[config.mk]
export PLATFORM = sky130hd
export DESIGN_NAME = geofence_radio_region_select_unit
export DESIGN_NICKNAME = d
export VERILOG_FILES = /design/src/design/grrs_pkg.sv /design/src/design/grrs_classify.sv /design/src/design/geofence_radio_region_select_unit.sv
export VERILOG_INCLUDE_DIRS = /design/src /design/src/design
export SDC_FILE = /design/constraint.sdc
export NUM_CORES = 1
export LEC_CHECK = 0
export ABC_CLOCK_PERIOD_IN_PS = 3800
export BUFFER_PORTS_ARGS = -buffer_cell sky130_fd_sc_hd__buf_2
export CAP_MARGIN = 15
export CORE_AREA = 2 2 99 101
export CTS_CLUSTER_DIAMETER = 40
export DETAILED_ROUTE_END_ITERATION = 10
export DIE_AREA = 0 0 101 103
export GPL_TIMING_DRIVEN = 0
export HOLD_SLACK_MARGIN = 0.15
export PLACE_DENSITY = 0.8
export SYNTH_ARGS = -nofsm -noshare
export SYNTH_HDL_FRONTEND = slang
export SYNTH_SLANG_ARGS = --single-unit
[constraint.sdc]
create_clock -name clk -period 3.8 [get_ports clk]
set_input_delay 0.76 -clock clk [delete_from_list [all_inputs] [get_ports clk]]
set_output_delay 0.76 -clock clk [all_outputs]
set_load 0.05 [all_outputs]
[src/design/geofence_radio_region_select_unit_macros.svh]
// assertion macros shared by the region select unit
`ifndef GEOFENCE_RADIO_REGION_SELECT_UNIT_MACROS_SVH
`define GEOFENCE_RADIO_REGION_SELECT_UNIT_MACROS_SVH

// property sampled on clk, off while in reset
`define GRRS_ASSERT(label, prop, msg) \
	label: assert property (@(posedge clk) disable iff (!arst_n) (prop)) else $error(msg);

// property that must hold in the cycle after the trigger
`define GRRS_ASSERT_NEXT(label, trig, prop, msg) \
	label: assert property (@(posedge clk) disable iff (!arst_n) (trig) |=> (prop)) \
		else $error(msg);

`endif

[src/design/grrs_pkg.sv]
// band plan codes and box edge constants for the region select unit
package grrs_pkg;

	typedef logic [2:0] plan_t;

	localparam plan_t PLAN_SILENT = 3'd0;
	localparam plan_t PLAN_US915  = 3'd1;
	localparam plan_t PLAN_EU868  = 3'd2;
	localparam plan_t PLAN_AU915  = 3'd3;
	localparam plan_t PLAN_AS923  = 3'd4;

	typedef logic signed [31:0] coord_t;

	// whole degrees scaled by ten million
	localparam coord_t E7_0   = 32'sd0;
	localparam coord_t E7_4   = 32'sd40000000;
	localparam coord_t E7_6   = 32'sd60000000;
	localparam coord_t E7_10  = 32'sd100000000;
	localparam coord_t E7_11  = 32'sd110000000;
	localparam coord_t E7_12  = 32'sd120000000;
	localparam coord_t E7_19  = 32'sd190000000;
	localparam coord_t E7_22  = 32'sd220000000;
	localparam coord_t E7_23  = 32'sd230000000;
	localparam coord_t E7_25  = 32'sd250000000;
	localparam coord_t E7_27  = 32'sd270000000;
	localparam coord_t E7_30  = 32'sd300000000;
	localparam coord_t E7_41  = 32'sd410000000;
	localparam coord_t E7_46  = 32'sd460000000;
	localparam coord_t E7_50  = 32'sd500000000;
	localparam coord_t E7_54  = 32'sd540000000;
	localparam coord_t E7_55  = 32'sd550000000;
	localparam coord_t E7_56  = 32'sd560000000;
	localparam coord_t E7_60  = 32'sd600000000;
	localparam coord_t E7_68  = 32'sd680000000;
	localparam coord_t E7_70  = 32'sd700000000;
	localparam coord_t E7_73  = 32'sd730000000;
	localparam coord_t E7_90  = 32'sd900000000;
	localparam coord_t E7_98  = 32'sd980000000;
	localparam coord_t E7_110 = 32'sd1100000000;
	localparam coord_t E7_116 = 32'sd1160000000;
	localparam coord_t E7_123 = 32'sd1230000000;
	localparam coord_t E7_124 = 32'sd1240000000;
	localparam coord_t E7_127 = 32'sd1270000000;
	localparam coord_t E7_132 = 32'sd1320000000;
	localparam coord_t E7_140 = 32'sd1400000000;
	localparam coord_t E7_146 = 32'sd1460000000;
	localparam coord_t E7_160 = 32'sd1600000000;
	localparam coord_t E7_180 = 32'sd1800000000;

endpackage

[src/design/grrs_classify.sv]
// priority box tests that map one position to a band plan code
module grrs_classify (
	input  grrs_pkg::coord_t lat,
	input  grrs_pkg::coord_t lon,
	output grrs_pkg::plan_t  plan
);

	logic out_of_range;
	logic polar;
	logic americas;
	logic excl_west;
	logic eu_side;
	logic excl_east;
	logic au_box;

	always_comb begin
		out_of_range = (lat < -grrs_pkg::E7_90) || (lat > grrs_pkg::E7_90) ||
			(lon < -grrs_pkg::E7_180) || (lon > grrs_pkg::E7_180);
		polar = (lat > grrs_pkg::E7_70) || (lat < -grrs_pkg::E7_70);
		americas = lon < -grrs_pkg::E7_30;

		excl_west = (lat >= grrs_pkg::E7_55 && lon >= grrs_pkg::E7_27) ||
			(lat >= grrs_pkg::E7_41 && lon >= grrs_pkg::E7_30) ||
			(lat >= grrs_pkg::E7_54 && lat <= grrs_pkg::E7_56 &&
			 lon >= grrs_pkg::E7_19 && lon <= grrs_pkg::E7_23);

		eu_side = lon < grrs_pkg::E7_60;

		// south asia box has an exclusive north edge
		excl_east = (lat >= grrs_pkg::E7_25 && lat <= grrs_pkg::E7_55 &&
			 lon >= grrs_pkg::E7_60 && lon <= grrs_pkg::E7_132) ||
			(lat >= grrs_pkg::E7_6 && lat < grrs_pkg::E7_25 &&
			 lon >= grrs_pkg::E7_68 && lon <= grrs_pkg::E7_98) ||
			(lat >= grrs_pkg::E7_22 && lat <= grrs_pkg::E7_50 &&
			 lon >= grrs_pkg::E7_73 && lon <= grrs_pkg::E7_123) ||
			(lat >= grrs_pkg::E7_30 && lat <= grrs_pkg::E7_46 &&
			 lon >= grrs_pkg::E7_124 && lon <= grrs_pkg::E7_146) ||
			(lat >= grrs_pkg::E7_4 && lat <= grrs_pkg::E7_22 &&
			 lon >= grrs_pkg::E7_116 && lon <= grrs_pkg::E7_127) ||
			(lat >= -grrs_pkg::E7_11 && lat <= grrs_pkg::E7_0 &&
			 lon >= grrs_pkg::E7_140 && lon <= grrs_pkg::E7_160);

		au_box = (lat <= -grrs_pkg::E7_10) && (lon >= grrs_pkg::E7_110);

		if (out_of_range || polar) begin
			plan = grrs_pkg::PLAN_SILENT;
		end else if (americas) begin
			plan = (lat > grrs_pkg::E7_12) ? grrs_pkg::PLAN_US915 : grrs_pkg::PLAN_SILENT;
		end else if (excl_west) begin
			plan = grrs_pkg::PLAN_SILENT;
		end else if (eu_side) begin
			plan = grrs_pkg::PLAN_EU868;
		end else if (excl_east) begin
			plan = grrs_pkg::PLAN_SILENT;
		end else if (au_box) begin
			plan = grrs_pkg::PLAN_AU915;
		end else begin
			plan = grrs_pkg::PLAN_AS923;
		end
	end

endmodule

[src/design/geofence_radio_region_select_unit.sv]
// top level: position in, band plan code out, two register stages
// Usage: the input channel carries one position beat (latitude_e7,
// longitude_e7, signed degrees times ten million) under in_valid/in_stall;
// the output channel carries one band_plan beat under out_valid/out_stall.
// A beat is taken on a rising edge with valid high and stall low.
// Each position is captured in an input register, classified combinationally
// by constant box compares, and held in a result register: out_valid rises
// once the beat has moved from the input register into the result register;
// throughput is one position per cycle while out_stall is low, set by the
// single compare-and-select stage between the registers.
// Reset (arst_n low) empties both stages; no other state exists, so the
// block accepts a beat as soon as reset is released.
// When the receiver stalls, the result register holds its beat and the
// input register still takes one more position; in_stall rises only once
// both stages are full, and it drops as soon as the result moves on.
module geofence_radio_region_select_unit (
	input  logic                    clk,
	input  logic                    arst_n,
	input  logic                    in_valid,
	output logic                    in_stall,
	input  logic signed [31:0]      latitude_e7,
	input  logic signed [31:0]      longitude_e7,
	output logic                    out_valid,
	input  logic                    out_stall,
	output logic [2:0]              band_plan
);

	logic             valid_s1;
	grrs_pkg::coord_t lat_s1;
	grrs_pkg::coord_t lon_s1;
	logic             valid_s2;
	grrs_pkg::plan_t  plan_s2;
	grrs_pkg::plan_t  plan_next;
	logic             adv_s2;
	logic             adv_s1;

	// a stage moves when it is empty or its beat leaves this cycle
	assign adv_s2   = !(valid_s2 && out_stall);
	assign adv_s1   = !(valid_s1 && !adv_s2);
	assign in_stall = !adv_s1;

	always_ff @(posedge clk or negedge arst_n) begin
		if (!arst_n) begin
			valid_s1 <= 1'b0;
		end else if (adv_s1) begin
			valid_s1 <= in_valid;
		end
	end

	always_ff @(posedge clk) begin
		if (adv_s1 && in_valid) begin
			lat_s1 <= latitude_e7;
			lon_s1 <= longitude_e7;
		end
	end

	grrs_classify u_classify (
		.lat  (lat_s1),
		.lon  (lon_s1),
		.plan (plan_next)
	);

	always_ff @(posedge clk or negedge arst_n) begin
		if (!arst_n) begin
			valid_s2 <= 1'b0;
		end else if (adv_s2) begin
			valid_s2 <= valid_s1;
		end
	end

	always_ff @(posedge clk) begin
		if (adv_s2 && valid_s1) begin
			plan_s2 <= plan_next;
		end
	end

	assign out_valid = valid_s2;
	assign band_plan = plan_s2;

`include "geofence_radio_region_select_unit_macros.svh"

	`GRRS_ASSERT(a_plan_range, !out_valid || (band_plan <= grrs_pkg::PLAN_AS923),
		"band plan code out of range")
	`GRRS_ASSERT(a_stall_only_full, !in_stall || (valid_s1 && valid_s2 && out_stall),
		"input stalled while a stage is free")
	`GRRS_ASSERT_NEXT(a_s1_to_s2, valid_s1 && adv_s2, out_valid,
		"beat lost between stages")

endmodule
==> results of run 1 <==
path summary, 6_finish.rpt:
check                                           from                         end  slack, ns  cells past startpoint
max in group asynchronous                     arst_n        valid_s1$_DFFE_PN0N_       3.54                      1
worst max-delay path            lon_s1[21]$_DFFE_PP_  band_plan[2]$_SDFFCE_PP0P_       0.34                      8
worst min-delay path                          arst_n       out_valid$_DFFE_PN0N_       0.16                      1
worst max register to register  lon_s1[21]$_DFFE_PP_  band_plan[2]$_SDFFCE_PP0P_       0.34                      8
worst min register to register  valid_s1$_DFFE_PN0N_       out_valid$_DFFE_PN0N_       0.49                      1
min in group clk                valid_s1$_DFFE_PN0N_       out_valid$_DFFE_PN0N_       0.49                      1
stage by stage:
step | hold slack, ns | std cells | total power, mW
after global placement | 0.455 | 823 | 1.34
final | 0.163 | 840 | 1.91
after floorplan | 0.443 | 637 | 1.21
after CTS | 0.153 | 840 | 1.90
after detailed placement | 0.472 | 824 | 1.35
after global routing | 0.158 | 840 | 1.98
sequential cells by signal, indices dropped and copies added, names as in the netlist:
| register | flops |
|---|---|
| band_plan | 3 |
| lat_s1 | 32 |
| lon_s1 | 32 |
| out_valid | 1 |
| valid_s1 | 1 |
routing by layer:
metal  up-vias  part of all wire, %
met5         -                    0
met4         0                  3.8
met3        77                   15
met2       575                   41
met1      2806                   40
li1       2696                    -
kinds of logic (layout without fill, tap and decap cells):
| kind of cell | Yosys count | after routing | synth area share (%) |
|---|---|---|---|
| flip-flops | 69 | 69 | 38.4 |
| buffers and inverters | 63 | 152 | 4.70 |
| AO/OA/AOI/OAI | 177 | 177 | 23.2 |
| AND/OR/NAND/NOR | 328 | 328 | 33.7 |
report_power, final:
| group | switching [mW] | internal, mW | total, mW |
|---|---|---|---|
| registers | 0.0453 | 0.894 | 0.940 |
| clock network | 0.312 | 0.244 | 0.556 |
| logic | 0.283 | 0.134 | 0.418 |
| total | 0.641 | 1.27 | 1.91 |
layout make-up:
type	count	share of cell area, %
clock buffers	10	2.10
well taps	114	2.35
repair buffers	73	6.26
plain buffers	60	3.98
clock inverters	6	0.783
flip-flops and latches	69	34.0
inverters	3	0.185
multi-input cells	505	50.4
layout by cell type (no fill, tap or decap), types with 9 or more instances in the layout:
cell type and n:
a31oi_1 11, or4_1 12, clkbuf_1 57, o21a_1 9, nor3_1 34, nand3_1 32
a21oi_1 30, a211oi_1 9, nor4_1 26, o211ai_1 14, nand4_1 13, clkbuf_8 9
nand2_1 58, or3_1 13, nor2_1 56, edfxtp_1 67, o21ai_0 28, nand2b_1 13
buf_2 73
==> key figures, run 1 <==
Clock network
  • CTS Buf Count: 9
  • Number of H-tree levels: 3
  • Post-CTS resize count: 0
  • # clock sinks: 69
  • Hold-fix buffers, CTS: 0
  • Clock-pin slew on the worst setup and hold paths: 0.08 ns
  • CTS tree: built
  • Clk_lat worst skew: 0.36 ns
  • Setup Buffers After CTS: 0
  • CTS max path bufs: 2
  • CTS Root Cell: clkbuf_8

Logic synthesis
  • Synthesized area per cell: 8.43 um^2
  • Post-synth top area cell: edfxtp_1
  • Top-count cell post-synth: edfxtp_1
  • Flops & latches, synth: 69
  • Post-synth top area share: 37.4%
  • Post-synthesis sequential area ratio: 38.4%
  • Main flop type after synthesis: edfxtp_1
  • Synth warn: 0
  • Distinct cell type count of the synthesized netlist: 66
  • Commonest cells post-synth: 67 x edfxtp_1, 58 x nand2_1, 56 x clkbuf_1, 56 x nor2_1, 34 x nor3_1
  • Synth Cell Area: 0.00537 mm^2
  • Net Count, Synth: 705
  • Synth area leaders: edfxtp_1 37%, nand2_1 4.1%, clkbuf_1 3.9%, nor2_1 3.9%, nor3_1 3.2%
  • Post-synthesis cell count: 637
  • Async S/R FF share, synth: 2.90%
  • EDFF count, synth: 67

Timing
  • Slew headroom: 42.2%
  • Worst slew pin tran: 0.855 ns
  • Setup TNS: 0 ns
  • Fraction of the cycle the final worst path needs: 91.0%
  • Final Hold Viols: 0
  • Max Clock Skew: 0.00836 ns
  • Post-layout min period: 3.46 ns
  • Setup WS post-layout: 0.341 ns
  • Setup violations, final: 0
  • RSZ-0062 raised after global routing: false
  • Max Slew Vio Count: 0
  • Fmax: 289 MHz

Layout
  • Seq. cell area: 0.00206 mm^2
  • Fin nets: 789
  • Design area: 0.00607 mm^2
  • Final core utilization: 64.2%
  • Fill cells: 824
  • Antenna cells: 0
  • Area of the multi-input gates: 0.00306 mm^2
  • Synthesis-to-layout area growth: 13.0%
  • Layout cells sized above 1: 13.8%

Floorplan
  • Row count: 36
  • Die Span Y: 103 um
  • Starting Density: 56.8%
  • Core Area: 0.00946 mm^2
  • Horiz. Die Dim: 101 um
  • I/O pins: 73
  • Die ar.: 0.0104 mm^2

Power
  • Max VDD drop: 292 uV
  • Power per standard cell area: 315 mW/mm^2
  • Leakage power total: 1.92 nW

Global route
  • Largest net degree at the start of global routing: 48
  • Initial antenna violation count: 0
  • Vias in the first global route: 5,426
  • First-pass GRT wire length: 29.8 mm
  • Routing usage on met1: 54.7%
  • Global route hottest layer: met1
  • Grt ovf: 0
  • Met2 GRT Util: 52.5%
  • Total global-route track usage: 37.5%
  • Met3 Use GR: 11.5%

Setup path
  • Largest stage delay, worst path: 0.79 ns
  • Endpoint kind of the worst setup timing path: flop
  • Crit-path slowest cell: nor4_1
  • WP data arrival: 3.57 ns
  • Largest fanout on the critical path: 9
  • Buf/Inv on CP: 0
  • Startpoint types: flop
  • Critical-path cell list: nor4_1 > nand2_1 > a2111oi_0 > o41ai_1 > a2111o_1 > nor3_1 > or4_1 > nor3_2
  • Setup Crit Path Kind: reg2reg
  • Delay-heaviest family, CP: simple AND/OR/NAND/NOR gates
  • Critical Path RT: 3.91 ns

Placement
  • Placer congestion estimate: 1.13
  • Port bufs: 72
  • Placed inst area: 0.00590 mm^2
  • Setup slack at placement: 0.575 ns
  • DPL Wire Length: 14.4 mm

Route
  • Vias per cell: 7.33
  • WL per Instance: 22.5 um
  • Drt initial violations: 1,071
  • Detailed Route WL: 18.9 mm
  • Vias: 6,154
  • 1st-pass router iterations: 7
  • # DRC: 0
  • Post-route ant nets: 0

Worst hold path
  • Hold Path Class: in2async

Outcome
  • Status: finished, final reports clean

Job
  • MaxCap Viol Count: 0
(Power assumes the default switching activity.)
==> run 2, diff against run 1 <==
--- a/config.mk
+++ b/config.mk
@@ -6,16 +6,19 @@
 export SDC_FILE = /design/constraint.sdc
 export NUM_CORES = 1
 export LEC_CHECK = 0
+export ABC_AREA = 1
 export ABC_CLOCK_PERIOD_IN_PS = 3800
 export BUFFER_PORTS_ARGS = -buffer_cell sky130_fd_sc_hd__buf_2
 export CAP_MARGIN = 15
-export CORE_AREA = 2 2 99 101
+export CORE_AREA = 2 2 105 107
 export CTS_CLUSTER_DIAMETER = 40
 export DETAILED_ROUTE_END_ITERATION = 10
-export DIE_AREA = 0 0 101 103
+export DIE_AREA = 0 0 107 109
 export GPL_TIMING_DRIVEN = 0
 export HOLD_SLACK_MARGIN = 0.15
-export PLACE_DENSITY = 0.8
+export PLACE_DENSITY = 0.81
+export RECOVER_POWER = 25
+export SKIP_CTS_REPAIR_TIMING = 1
 export SYNTH_ARGS = -nofsm -noshare
 export SYNTH_HDL_FRONTEND = slang
 export SYNTH_SLANG_ARGS = --single-unit
==> run 2 against run 1 <==
Net effect: global-route usage rose by 0.87 points; critical endpoint is now band_plan[1]$_SDFFCE_PP0P_; total power grew 14%; highest routed layer unchanged; critical path type unchanged; core utilization rose by 1.5 points; combinational power increased by 30%.
==> key figures, run 2 <==
Outcome
  • Status: finished, final reports clean

Setup path
  • Startpoint types: flop
  • Largest stage delay, worst path: 0.62 ns (-0.17 ns)
  • Critical Path RT: 3.99 ns (+0.08 ns)
  • Critical-path cell list: inv_1 > nand2_1 > nor4_1 > nand3_1 > nand4_1 > nand2_1 > nor2_1 > nand3_1 > a21oi_1
  • Delay-heaviest family, CP: simple AND/OR/NAND/NOR gates
  • Crit-path slowest cell: nor4_1
  • FF-to-FF setup slack: 1.26 ns (+0.91 ns)
  • Worst reg2reg startpoint: lon_s1[27]$_DFFE_PP_
  • WP data arrival: 2.73 ns (-0.84 ns)
  • Endpoint kind of the worst setup timing path: flop
  • Largest fanout on the critical path: 7 (-2)
  • Setup Crit Path Kind: reg2reg
  • RR Endpoint: band_plan[1]$_SDFFCE_PP0P_
  • Buf/Inv on CP: 1 (+1)
  • Worst R2R Path Depth: 9 (+1)

Clock network
  • CTS Buf Count: 9 (unchanged)
  • CTS max path bufs: 2 (unchanged)
  • CTS Root Cell: clkbuf_8
  • Number of H-tree levels: 3 (unchanged)
  • # clock sinks: 69 (unchanged)
  • Clk_lat worst skew: 0.37 ns (about the same)
  • CTS tree: built
  • Clock-pin slew on the worst setup and hold paths: 0.09 ns (about the same)

Route
  • Detailed Route WL: 21.9 mm (+16%)
  • Post-route ant nets: 0 (unchanged)
  • # DRC: 0 (unchanged)
  • 1st-pass router iterations: 10 (+3)
  • Vias per cell: 6.10 (-17%)
  • Drt initial violations: 1,446 (+35%)
  • WL per Instance: 17.7 um (-21%)
  • Vias: 7,535 (+22%)

Timing
  • Slew headroom: 52.3% (+10 points)
  • Max Slew Vio Count: 0 (unchanged)
  • Setup TNS: 0 ns (unchanged)
  • Final Hold Viols: 0 (unchanged)
  • Fmax: 393 MHz (+36%)
  • RSZ-0062 raised after global routing: false
  • Worst slew pin tran: 0.710 ns (-0.145 ns)
  • Setup violations, final: 0 (unchanged)
  • Post-layout min period: 2.54 ns (-0.915 ns)
  • Max Clock Skew: 0.0214 ns (+0.0130 ns)
  • Fraction of the cycle the final worst path needs: 66.9% (-24 points)
  • Hold Slack: 0.189 ns (+0.0261 ns)

Logic synthesis
  • Flops & latches, synth: 69 (unchanged)
  • Distinct cell type count of the synthesized netlist: 35 (-47%)
  • Adder-cell share of the synthesized area: 0% (unchanged)
  • Post-synth top area share: 32.5% (-5.0 points)
  • Synth Area in Simple Gates: 48.9% (+15 points)
  • Synth Cell Area: 0.00620 mm^2 (+15%)
  • Synthesized area per cell: 6.16 um^2 (-27%)
  • Post-synthesis sequential area ratio: 33.3% (-5.1 points)
  • Top-count cell post-synth: nand2_1
  • Post-synth top area cell: edfxtp_1
  • Post-synthesis mux area share: 0% (unchanged)
  • Synth area leaders: edfxtp_1 32%, nand2_1 18%, nor2_1 11%, nand3_1 9.3%, inv_1 6.1%
  • Main combinational cell family by area after synthesis: simple AND/OR/NAND/NOR gates
  • Net Count, Synth: 1,074 (+52%)
  • EDFF count, synth: 67 (unchanged)
  • Compound-Gate Fraction of Synth Area: 8.32% (-15 points)
  • Async S/R FF share, synth: 2.90% (unchanged)
  • Main flop type after synthesis: edfxtp_1
  • Post-synthesis cell count: 1,006 (+58%)
  • Post-synthesis xor/xnor area fraction: 0% (unchanged)
  • Commonest cells post-synth: 298 x nand2_1, 187 x nor2_1, 115 x nand3_1
  • Synth warn: 0 (unchanged)

Layout
  • Antenna cells: 0 (unchanged)
  • Synthesis-to-layout area growth: 12.4%
  • Layout cells sized above 1: 13.6% (-0.17 points)
  • Commonest non-fill, non-tap cell in the layout: nand2_1
  • Fin nets: 1,158 (+47%)
  • Largest regs: lat_s1: 32 flops, lon_s1: 32 flops, band_plan: 3 flops
  • Most frequent cells in the layout: 298 x nand2_1, 187 x nor2_1, 115 x nand3_1

Placement
  • DPL Wire Length: 17.7 mm (+23%)
  • Port bufs: 72 (unchanged)
  • Placer congestion estimate: 1.11 (-2.2%)

Power
  • Power per standard cell area: 312 mW/mm^2 (-1.0%)
  • Leakage power total: 3.01 nW (+57%)
  • Max VDD drop: 291 uV (-0.62%)

Global route
  • Grt ovf: 0 (unchanged)
  • Largest net degree at the start of global routing: 44 (-8.3%)
  • Vias in the first global route: 6,476 (+19%)
  • Initial antenna violation count: 0 (unchanged)
  • Total global-route track usage: 38.4% (+0.87 points)
  • First-pass GRT wire length: 33.8 mm (+14%)

Floorplan
  • Die ar.: 0.0117 mm^2 (+12%)
  • Starting Density: 58.5% (+1.7 points)
  • I/O pins: 73 (unchanged)
  • Core Area: 0.0106 mm^2 (+12%)
  • Row count: 38 (+5.6%)
  • Die Span Y: 109 um (+5.8%)
  • Horiz. Die Dim: 107 um (+5.9%)

Job
  • MaxCap Viol Count: 0 (unchanged)

Worst hold path
  • Hold Path Class: in2async
[run 2: cell count changes after synthesis, sizes merged, moves of 18 or more]
cell    change
nand2     +244
nor2      +147
clkbuf     -56
nand4      +18
inv       +113
nand3      +84
nor4       -18
buf        +18
[run 2: kinds of logic after synthesis]
family	after synthesis
flip-flops	69
AO/OA/AOI/OAI	95
AND/OR/NAND/NOR	702
buffers and inverters	140
[run 2: layout make-up]
| class | instances | area, um^2 |
|---|---|---|
| Clock inverter | 5 | 82.6 |
| Timing Repair Buffer | 73 | 379 |
| Inverter | 118 | 445 |
| Clock buffer | 11 | 131 |
| Sequential cell | 69 | 2060 |
| Multi-Input combinational cell | 797 | 3550 |
| Tap cell | 140 | 175 |
| Buffer | 22 | 145 |
| Fill cell | 980 | 3640 |
[run 2: worst max-delay path by stage]
stage                              start                         end  slack [ns]  depth (start not counted)
floorplan                      out_stall         lat_s1[0]$_DFFE_PP_        0.81                          5
global placement               out_stall         lon_s1[6]$_DFFE_PP_        0.56                          6
detailed placement  lon_s1[25]$_DFFE_PP_  band_plan[0]$_SDFFCE_PP0P_        1.51                         11
CTS                 lon_s1[20]$_DFFE_PP_  band_plan[0]$_SDFFCE_PP0P_        1.48                         14
global route        lon_s1[11]$_DFFE_PP_  band_plan[0]$_SDFFCE_PP0P_        1.20                         11
finish              lon_s1[27]$_DFFE_PP_  band_plan[1]$_SDFFCE_PP0P_        1.26                          9
[run 2: per-stage QoR]
stage                     utilization [%]  power (mW)  setup slack (ns)  instance area [um^2]  cells
after floorplan                         -        1.31             0.815                  6200   1006
after global placement               63.5        1.49             0.558                  6730   1218
after detailed placement             63.7        1.49              1.51                  6750   1219
after CTS                            65.7        2.15              1.48                  6970   1235
after global routing                 65.7        2.25              1.20                  6970   1235
final                                65.7        2.17              1.26                  6970   1235
[run 2: where the power goes]
| group | switching (mW) | internal [mW] |
|---|---|---|
| sequential | 0.0557 | 0.904 |
| combinational | 0.392 | 0.151 |
| clock | 0.297 | 0.372 |
| total | 0.744 | 1.43 |
[run 2: layer usage]
metal  up-vias  track usage [%]  wire length, um
met2       652             53.1             8780
met1      3314             55.6             8620
li1       3495                -                -
met3        74             14.6             3880
met5         -                0                0
met4         0             11.3              629
[run 2: worst reg2reg max path: stages (launching register included)]
cell and delay (ns):
edfxtp_1 0.51, inv_1 0.23, nand2_1 0.15, nor4_1 0.62
nand3_1 0.15, nand4_1 0.13, nand2_1 0.09, nor2_1 0.18
nand3_1 0.11, a21oi_1 0.18
